===== src/rtl/core/q4k_pkg.sv =====
// shared types, constants and helpers for the q4_k block dequantizer
`timescale 1ns / 1ps

package q4k_pkg;

  localparam int unsigned WeightW = 51;
  localparam int unsigned MantW   = 11;
  localparam int unsigned MultW   = 10;
  localparam int unsigned ShiftW  = 5;
  localparam int unsigned ProdW   = MantW + MultW;

  localparam logic [7:0] PosScaleLo   = 8'd0;
  localparam logic [7:0] PosScaleHi   = 8'd1;
  localparam logic [7:0] PosMinLo     = 8'd2;
  localparam logic [7:0] PosMinHi     = 8'd3;
  localparam logic [7:0] QuantStart   = 8'd16;
  localparam logic [7:0] LastPos      = 8'd143;
  localparam logic [3:0] PackedBase   = 4'd4;
  localparam logic [4:0] ExpNonFinite = 5'h1F;

  typedef enum logic [2:0] {
    ST_IDLE,
    ST_LO_D,
    ST_LO_M,
    ST_HI_D,
    ST_HI_M
  } state_e;

  typedef enum logic {
    OP_LOAD,
    OP_SUB
  } mac_op_e;

  // half float split into integer mantissa and left shift (units of 2^-24)
  typedef struct packed {
    logic              neg;
    logic [MantW-1:0]  mant;
    logic [ShiftW-1:0] shift;
  } half_t;

  typedef struct packed {
    logic [5:0] scale;
    logic [5:0] minimum;
  } pair_t;

  typedef struct packed {
    logic    take;
    logic    quant;
    logic    mac_en;
    mac_op_e op;
    logic    hi;
    logic    emit;
  } ctrl_t;

  typedef struct packed {
    logic              en;
    mac_op_e           op;
    logic              neg;
    logic [MantW-1:0]  mant;
    logic [MultW-1:0]  mult;
    logic [ShiftW-1:0] shift;
  } mac_req_t;

  function automatic half_t half_decode(logic [15:0] h);
    half_t r;
    r.neg = h[15];
    if (h[14:10] == 5'd0) begin
      r.mant  = {1'b0, h[9:0]};
      r.shift = '0;
    end else begin
      r.mant  = {1'b1, h[9:0]};
      r.shift = h[14:10] - 5'd1;
    end
    return r;
  endfunction

  function automatic logic half_nonfinite(logic [15:0] h);
    return h[14:10] == ExpNonFinite;
  endfunction

endpackage


===== src/rtl/core/q4k_block_dequantizer_unit.sv =====
// top level of the q4_k block dequantizer
//
// input channel: one beat per block byte (block_byte_i), 144 bytes per block in
// stored order. the first 16 bytes are header (super-scale, super-minimum and
// twelve packed scale/min bytes) and give no result. each of the 128 quant
// bytes gives two result beats: the low nibble first, then the high nibble at
// value_index + 32. weight_value_o is d*scale*q - dmin*min, exact, in signed
// units of 2^-24; nonfinite_o flags an inf/NaN header half and then the
// weight reads 0. last_of_block_o marks value_index 255.
// a header byte does not stall the input; a quant byte holds the input stalled
// after its beat until both of its weights have entered the output register,
// because one shared multiply-shift-accumulate unit forms each weight in two
// passes (scale term, then minimum term). the first result passes through the
// scale*q register, the accumulator and the output register. a finished result
// sits in an output register, so the next byte is taken while it waits. when
// out_stall_i holds the result, the sequencer waits in its minimum-term step
// and the input stays stalled. reset clears the block position to the first
// header byte and empties the output register.
`timescale 1ns / 1ps

module q4k_block_dequantizer_unit (
  input  logic                                clk_i,
  input  logic                                rst_ni,
  input  logic                                in_valid_i,
  output logic                                in_stall_o,
  input  logic [7:0]                          block_byte_i,
  output logic                                out_valid_o,
  input  logic                                out_stall_i,
  output logic [7:0]                          value_index_o,
  output logic signed [q4k_pkg::WeightW-1:0]  weight_value_o,
  output logic                                nonfinite_o,
  output logic                                last_of_block_o
);
  import q4k_pkg::*;

  ctrl_t                      ctrl;
  logic [7:0]                 pos;
  logic [1:0]                 group;
  logic [7:0]                 index;
  logic                       last;
  logic                       out_free;
  half_t                      d_half;
  half_t                      dmin_half;
  logic                       hdr_nonfinite;
  pair_t                      pair_lo;
  pair_t                      pair_hi;
  mac_req_t                   mac_req;
  logic signed [WeightW-1:0]  acc_next;

  logic [MultW-1:0]           mult_lo_q;
  logic [MultW-1:0]           mult_hi_q;
  logic [5:0]                 min_lo_q;
  logic [5:0]                 min_hi_q;
  logic                       out_valid_q;
  logic [7:0]                 index_q;
  logic signed [WeightW-1:0]  weight_q;
  logic                       nonfinite_q;
  logic                       last_q;

  assign out_free = !out_valid_q || !out_stall_i;

  q4k_seq u_seq (
    .clk_i      (clk_i),
    .rst_ni     (rst_ni),
    .in_valid_i (in_valid_i),
    .out_free_i (out_free),
    .in_stall_o (in_stall_o),
    .ctrl_o     (ctrl),
    .pos_o      (pos),
    .group_o    (group),
    .index_o    (index),
    .last_o     (last)
  );

  q4k_hdr u_hdr (
    .clk_i       (clk_i),
    .wr_en_i     (ctrl.take),
    .pos_i       (pos),
    .byte_i      (block_byte_i),
    .group_i     (group),
    .d_o         (d_half),
    .dmin_o      (dmin_half),
    .nonfinite_o (hdr_nonfinite),
    .pair_lo_o   (pair_lo),
    .pair_hi_o   (pair_hi)
  );

  // scale*q is formed at the input beat so the shared unit sees one product
  always_ff @(posedge clk_i) begin
    if (ctrl.quant) begin
      mult_lo_q <= MultW'(pair_lo.scale) * MultW'(block_byte_i[3:0]);
      mult_hi_q <= MultW'(pair_hi.scale) * MultW'(block_byte_i[7:4]);
      min_lo_q  <= pair_lo.minimum;
      min_hi_q  <= pair_hi.minimum;
    end
  end

  always_comb begin
    mac_req.en = ctrl.mac_en;
    mac_req.op = ctrl.op;
    unique case (ctrl.op)
      OP_LOAD: begin
        mac_req.neg   = d_half.neg;
        mac_req.mant  = d_half.mant;
        mac_req.shift = d_half.shift;
        mac_req.mult  = ctrl.hi ? mult_hi_q : mult_lo_q;
      end
      OP_SUB: begin
        mac_req.neg   = dmin_half.neg;
        mac_req.mant  = dmin_half.mant;
        mac_req.shift = dmin_half.shift;
        mac_req.mult  = MultW'(ctrl.hi ? min_hi_q : min_lo_q);
      end
      default: begin
        mac_req.neg   = d_half.neg;
        mac_req.mant  = d_half.mant;
        mac_req.shift = d_half.shift;
        mac_req.mult  = mult_lo_q;
      end
    endcase
  end

  q4k_mac u_mac (
    .clk_i      (clk_i),
    .req_i      (mac_req),
    .acc_next_o (acc_next)
  );

  always_ff @(posedge clk_i or negedge rst_ni) begin
    if (!rst_ni) begin
      out_valid_q <= 1'b0;
    end else if (ctrl.emit) begin
      out_valid_q <= 1'b1;
    end else if (!out_stall_i) begin
      out_valid_q <= 1'b0;
    end
  end

  always_ff @(posedge clk_i) begin
    if (ctrl.emit) begin
      index_q     <= index;
      weight_q    <= hdr_nonfinite ? '0 : acc_next;
      nonfinite_q <= hdr_nonfinite;
      last_q      <= last;
    end
  end

  assign out_valid_o     = out_valid_q;
  assign value_index_o   = index_q;
  assign weight_value_o  = weight_q;
  assign nonfinite_o     = nonfinite_q;
  assign last_of_block_o = last_q;

endmodule


===== src/rtl/core/q4k_hdr.sv =====
// block header store: super-scale, super-minimum and packed 6-bit scale/min pairs
`timescale 1ns / 1ps

module q4k_hdr (
  input  logic            clk_i,
  input  logic            wr_en_i,
  input  logic [7:0]      pos_i,
  input  logic [7:0]      byte_i,
  input  logic [1:0]      group_i,
  output q4k_pkg::half_t  d_o,
  output q4k_pkg::half_t  dmin_o,
  output logic            nonfinite_o,
  output q4k_pkg::pair_t  pair_lo_o,
  output q4k_pkg::pair_t  pair_hi_o
);
  import q4k_pkg::*;

  logic [15:0]       d_q;
  logic [15:0]       dmin_q;
  logic [11:0][7:0]  pb_q;
  pair_t             pairs [8];

  always_ff @(posedge clk_i) begin
    if (wr_en_i && (pos_i < QuantStart)) begin
      priority if (pos_i == PosScaleLo) begin
        d_q[7:0] <= byte_i;
      end else if (pos_i == PosScaleHi) begin
        d_q[15:8] <= byte_i;
      end else if (pos_i == PosMinLo) begin
        dmin_q[7:0] <= byte_i;
      end else if (pos_i == PosMinHi) begin
        dmin_q[15:8] <= byte_i;
      end else begin
        pb_q[pos_i[3:0] - PackedBase] <= byte_i;
      end
    end
  end

  // every pair unpacked from fixed byte positions
  for (genvar j = 0; j < 8; j++) begin : g_pair
    if (j < 4) begin : g_plain
      assign pairs[j].scale   = pb_q[j][5:0];
      assign pairs[j].minimum = pb_q[j+4][5:0];
    end else begin : g_split
      assign pairs[j].scale   = {pb_q[j-4][7:6], pb_q[j+4][3:0]};
      assign pairs[j].minimum = {pb_q[j][7:6], pb_q[j+4][7:4]};
    end
  end

  assign pair_lo_o   = pairs[{group_i, 1'b0}];
  assign pair_hi_o   = pairs[{group_i, 1'b1}];
  assign d_o         = half_decode(d_q);
  assign dmin_o      = half_decode(dmin_q);
  assign nonfinite_o = half_nonfinite(d_q) || half_nonfinite(dmin_q);

endmodule


===== src/rtl/core/q4k_mac.sv =====
// shared multiply-shift-accumulate unit: acc = +/-(mant*mult << shift), or acc minus that
`timescale 1ns / 1ps

module q4k_mac (
  input  logic                                    clk_i,
  input  q4k_pkg::mac_req_t                       req_i,
  output logic signed [q4k_pkg::WeightW-1:0]      acc_next_o
);
  import q4k_pkg::*;

  logic        [ProdW-1:0]   prod;
  logic signed [WeightW-1:0] mag;
  logic signed [WeightW-1:0] term;
  logic signed [WeightW-1:0] acc_q;
  logic signed [WeightW-1:0] acc_d;

  always_comb begin
    prod = req_i.mant * req_i.mult;
    mag  = WeightW'(prod) << req_i.shift;
    term = req_i.neg ? -mag : mag;
    unique case (req_i.op)
      OP_LOAD: acc_d = term;
      OP_SUB:  acc_d = acc_q - term;
      default: acc_d = term;
    endcase
  end

  always_ff @(posedge clk_i) begin
    if (req_i.en) begin
      acc_q <= acc_d;
    end
  end

  assign acc_next_o = acc_d;

endmodule


===== src/rtl/core/q4k_seq.sv =====
// sequencer: block position, input handshake and the four-step schedule per quant byte
`timescale 1ns / 1ps

module q4k_seq (
  input  logic            clk_i,
  input  logic            rst_ni,
  input  logic            in_valid_i,
  input  logic            out_free_i,
  output logic            in_stall_o,
  output q4k_pkg::ctrl_t  ctrl_o,
  output logic [7:0]      pos_o,
  output logic [1:0]      group_o,
  output logic [7:0]      index_o,
  output logic            last_o
);
  import q4k_pkg::*;

  state_e      state_q;
  state_e      state_d;
  logic [7:0]  pos_q;
  logic [7:0]  k_cur;
  logic [6:0]  k_q;
  logic        end_q;
  logic        take;
  logic        is_quant;

  assign take     = in_valid_i && (state_q == ST_IDLE);
  assign is_quant = pos_q >= QuantStart;
  assign k_cur    = pos_q - QuantStart;

  always_comb begin
    state_d = state_q;
    unique case (state_q)
      ST_IDLE: begin
        if (take && is_quant) begin
          state_d = ST_LO_D;
        end
      end
      ST_LO_D: state_d = ST_LO_M;
      ST_LO_M: begin
        if (out_free_i) begin
          state_d = ST_HI_D;
        end
      end
      ST_HI_D: state_d = ST_HI_M;
      ST_HI_M: begin
        if (out_free_i) begin
          state_d = ST_IDLE;
        end
      end
      default: state_d = ST_IDLE;
    endcase
  end

  always_comb begin
    ctrl_o       = '0;
    ctrl_o.op    = OP_LOAD;
    ctrl_o.take  = take;
    ctrl_o.quant = take && is_quant;
    unique case (state_q)
      ST_IDLE: ;
      ST_LO_D: ctrl_o.mac_en = 1'b1;
      ST_LO_M: begin
        ctrl_o.op     = OP_SUB;
        ctrl_o.mac_en = out_free_i;
        ctrl_o.emit   = out_free_i;
      end
      ST_HI_D: begin
        ctrl_o.hi     = 1'b1;
        ctrl_o.mac_en = 1'b1;
      end
      ST_HI_M: begin
        ctrl_o.hi     = 1'b1;
        ctrl_o.op     = OP_SUB;
        ctrl_o.mac_en = out_free_i;
        ctrl_o.emit   = out_free_i;
      end
      default: ;
    endcase
  end

  always_ff @(posedge clk_i or negedge rst_ni) begin
    if (!rst_ni) begin
      state_q <= ST_IDLE;
      pos_q   <= '0;
    end else begin
      state_q <= state_d;
      if (take) begin
        pos_q <= (pos_q == LastPos) ? '0 : pos_q + 8'd1;
      end
    end
  end

  always_ff @(posedge clk_i) begin
    if (take && is_quant) begin
      k_q   <= k_cur[6:0];
      end_q <= pos_q == LastPos;
    end
  end

  assign in_stall_o = state_q != ST_IDLE;
  assign pos_o      = pos_q;
  assign group_o    = k_cur[6:5];
  // low nibble lands in the first half of the group, high nibble 32 further on
  assign index_o    = {k_q[6:5], ctrl_o.hi, k_q[4:0]};
  assign last_o     = ctrl_o.hi && end_q;

endmodule


===== config.mk =====
export PLATFORM = sky130hd
export DESIGN_NAME = q4k_block_dequantizer_unit
export DESIGN_NICKNAME = d
export VERILOG_FILES = /design/src/rtl/core/q4k_pkg.sv /design/src/rtl/core/q4k_block_dequantizer_unit.sv /design/src/rtl/core/q4k_hdr.sv /design/src/rtl/core/q4k_mac.sv /design/src/rtl/core/q4k_seq.sv
export SDC_FILE = /design/constraint.sdc
export NUM_CORES = 1
export LEC_CHECK = 0
export ABC_CLOCK_PERIOD_IN_PS = 13010
export BUFFER_PORTS_ARGS = -buffer_cell sky130_fd_sc_hd__buf_4
export CAP_MARGIN = 20
export CORE_UTILIZATION = 45
export CTS_CLUSTER_DIAMETER = 120
export DETAILED_ROUTE_END_ITERATION = 8
export MAX_ROUTING_LAYER = met4
export PLACE_DENSITY = 0.65
export SETUP_SLACK_MARGIN = 0.05
export SLEW_MARGIN = 10
export SYNTH_ARGS = -nofsm -noshare
export SYNTH_HDL_FRONTEND = slang
export SYNTH_HIERARCHICAL = 1
export SYNTH_SLANG_ARGS = --single-unit

===== constraint.sdc =====
create_clock -name clk_i -period 13.01 [get_ports clk_i]
set_input_delay 1.301 -clock clk_i [delete_from_list [all_inputs] [get_ports clk_i]]
set_output_delay 1.301 -clock clk_i [all_outputs]
set_load 0.1 [all_outputs]

==> summary.txt <==
Synthesis
  • Sequential area share after synthesis: 36.1%
  • Post-Synth XOR/XNOR Area: 5.40%
  • Cell count after synthesis: 2,379
  • Number of synthesized register bits: 292
  • Largest family of logic cells by synthesized area: simple AND/OR/NAND/NOR gates
  • Post-synthesis compound-gate area fraction: 15.2%
  • Multiplexer share of the synthesized area: 5.28%
  • Post-Syn Nets: 2,596
  • Yosys warns: 6
  • Main synth FF type: edfxtp_1
  • Syn Area/Cell: 10.1 µm²
  • Post-synthesis cell type count: 115
  • Post-Syn Area: 0.0241 mm²
  • Fraction of registers with async set/reset: 4.11%
  • Adder-Cell Fraction of Synth Area: 14.5%
  • EDFF count, synth: 280
  • Post-Synth Simple-Gate Area: 17.9%

STA
  • Final Slew Violations: 0
  • Endpoints failing hold: 0
  • RSZ-0062 raised after global routing: false
  • Final worst-path cycle share: 96.1%
  • Max-slew headroom: 31.7%
  • Setup Viol. Count Final: 0
  • Post-route minimum period: 12.50 ns
  • Final Skew: 0.0254 ns
  • Worst Max-Slew Pin Slew: 1.02 ns
  • Highest Clock Rate: 80.0 MHz

Routing
  • Total vias in the final route: 18,700
  • Pre-Repair DR Iteration Count: 8
  • Wire per inst: 20.1 µm
  • DRC errors left: 10
  • First DRT Iteration DRCs: 1,445
  • Routed wire length: 63.8 mm
  • Via-to-Cell Ratio: 5.91
  • Number of nets still failing antenna checks after routing: 0

Run
  • Max-cap violations: 0

Placement
  • HPWL Detailed: 47.9 mm
  • RD Place Congestion: 1.03
  • Port-buffer cells: 74

Finish
  • Ratio of cells with drive above 1 in the final layout: 17.1%
  • Area occupied by multi-input gates: 0.0142 mm²
  • Sequential standard cell area: 0.00871 mm²
  • Ant diodes: 0
  • Final-stage net count: 2,674
  • Final Util: 51.1%
  • Syn-to-layout area delta: 11.8%
  • FILL cells: 4,798

Critical path
  • Worst Setup End Kind: register
  • Critical Path AT: 12.80 ns
  • Slowest CP cell: a221oi_1
  • Setup crit start kind: register
  • Slowest Stage Delay on Critical Path: 0.82 ns
  • CP max FO: 10
  • Critical path class: register to register
  • Worst Path Required: 13.31 ns
  • Crit-path leading delay family: compound AO/OA/AOI/OAI gates
  • Cell repeated most along the worst path: fa_1
  • Buf/Inv on CP: 7

CTS
  • Buffer depth of the longest clock path: 3
  • CTS Buf Count: 34
  • Worst-skew pair later-pin latency: 0.57 ns
  • # clock sinks: 292
  • TritonCTS clock tree: built
  • Hold buffers post-CTS: 0
  • H-tree Lvls: 2
  • Root buf cell: clkbuf_16
  • Worst-path clk slew: 0.06 ns

Die
  • Die Y: 233 µm
  • Die W: 233 µm
  • Core Region: 0.0528 mm²
  • I/O pin cnt: 75
  • Die area: 0.0545 mm²
  • Row cnt: 84
  • Initial core utilization: 45.7%

Global routing
  • Initial antenna violation count: 0
  • Largest net degree at the start of global routing: 64
  • Vias in the first global route: 18,300
  • Grt total ovfl: 0
  • Total GRT Usage: 24.2%
  • First-pass GRT wire length: 101 mm

Outcome
  • Failing checks: DRC
  • Status: finished with violations

Worst hold path
  • Worst hold path type: register to register
[worst register-to-register path: cells and delay by family, from the launching register on]
kind,cells,cell delay (ns)
compound gates,18,4.38
fa+ha+maj,10,3.83
xor+xnor,1,0.17
buf+inv,7,0.81
flops,1,0.45
mux,1,0.57
simple gates,13,2.07
[per-stage QoR]
step / area, µm² / setup TNS, ns / cells / worst slack [ns] / hold slack [ns]
floorplan: 24100 / 0 / 2379 / 0.840 / 0.400
global placement: 25600 / 0 / 3099 / 0.306 / 0.407
detailed placement: 25600 / -0.0257 / 3099 / -0.0257 / 0.406
CTS: 26700 / 0 / 3159 / 0.0908 / 0.419
global route: 27000 / 0 / 3169 / 0.00581 / 0.422
finish: 27000 / 0 / 3169 / 0.507 / 0.417
[cell usage after synthesis, types with 8 or more instances]
master,instances,share of area (%)
inv_1,159,2.5
nor2b_1,66,1.7
a221oi_1,8,0.29
buf_2,23,0.48
a211oi_1,19,0.59
nand3b_1,10,0.31
nor3_1,42,0.87
clkbuf_1,81,1.3
edfxtp_1,280,35
xor2_1,52,1.9
o31ai_1,27,0.84
o21ai_0,93,1.9
a31oi_1,17,0.44
a21oi_1,94,2.0
o21ai_1,11,0.23
maj3_1,21,0.87
a22oi_1,10,0.31
mux2_2,22,1.0
nor2_1,139,2.2
nand2b_1,24,0.62
nand4_1,17,0.44
a211o_1,12,0.44
and3_1,15,0.39
mux2i_1,29,1.2
or2_2,23,0.60
xnor2_1,93,3.4
o41ai_1,13,0.47
or3_1,21,0.55
nand2_1,213,3.3
o211ai_1,16,0.50
nor4_1,13,0.34
a21o_1,26,0.81
mux4_2,32,3.0
dfrtp_1,12,1.2
and2_1,130,3.4
nor3_2,13,0.54
o22ai_1,20,0.52
ha_1,118,6.1
buf_4,33,1.0
nand3_1,31,0.64
fa_1,87,7.2
o21a_1,13,0.40
[registers in the layout (all words and copies together) (netlist names), 6 cells and up]
register,flops
u_hdr/pairs,96
u_mac/acc_q,51
weight_value_o,51
u_hdr/d_q,16
u_hdr/dmin_q,16
mult_hi_q,10
mult_lo_q,10
u_seq/pos_o,8
value_index_o,8
u_seq/k_q,7
min_hi_q,6
min_lo_q,6
[routing by layer]
metal	up-vias	wire length, µm	track usage [%]
li1	8764	-	-
met1	9344	28600	31.9
met2	534	30600	39.6
met3	96	3130	2.88
met4	0	1420	6.13
met5	-	0	-
[final cells by class]
cell class / instances / share of cell area [%]
well taps: 688 / 3.19
clock inverters: 16 / 0.757
clock buffers: 44 / 3.30
repair buffers: 189 / 5.40
multi-input cells: 1779 / 52.8
inverters: 161 / 2.24
flip-flops and latches: 292 / 32.3
[path summary, 6_finish.rpt]
| kind | depth (start not counted) | start | endpoint | slack, ns |
|---|---|---|---|---|
| worst max-delay path | 50 | u_seq/state_q[1] | weight_value_o[45] | 0.51 |
| worst min-delay path | 0 | u_seq/k_q[0] | value_index_o[0] | 0.42 |
| worst max register to register | 50 | u_seq/state_q[1] | weight_value_o[45] | 0.51 |
| worst min register to register | 0 | u_seq/k_q[0] | value_index_o[0] | 0.42 |
| max in group asynchronous | 1 | rst_ni | u_seq/state_q[1] | 12.21 |
| min in group asynchronous | 1 | rst_ni | u_seq/state_q[0] | 0.60 |
[cell families (layout without fill, tap and decap cells)]
| group | Yosys count | after routing |
|---|---|---|
| AND/OR/NAND/NOR | 805 | 805 |
| AO/OA/AOI/OAI | 512 | 512 |
| buffers and inverters | 308 | 410 |
| flip-flops | 292 | 292 |
| adder cells (fa/ha/maj) | 231 | 231 |
| XOR/XNOR | 147 | 147 |
| multiplexers | 84 | 84 |
[what timing repair did]
action	4_1_cts	5_1_grt
endpoints found under the setup margin	4	26
pin swaps	0	8
resized for setup	3	35
setup buffers	0	9
[cells in the final DEF, fill, tap and decap left out, types with 20 or more instances in the layout]
master and instances:
a21o_1 26, a21oi_1 94, and2_1 129, buf_4 186, clkbuf_16 34, edfxtp_1 280, fa_1 87, ha_1 113
inv_1 159, maj3_1 20, mux2_2 22, mux2i_1 29, mux4_2 32, nand2_1 211, nand2b_1 24, nand3_1 31
nor2_1 136, nor2b_1 66, nor3_1 41, o21ai_0 89, o31ai_1 25, or2_2 23, or3_1 21, xnor2_1 93
xor2_1 50
Power is left out: the tool's default activity adds up to more than one toggle a clock period on the data nets, which glitch-free logic cannot reach.
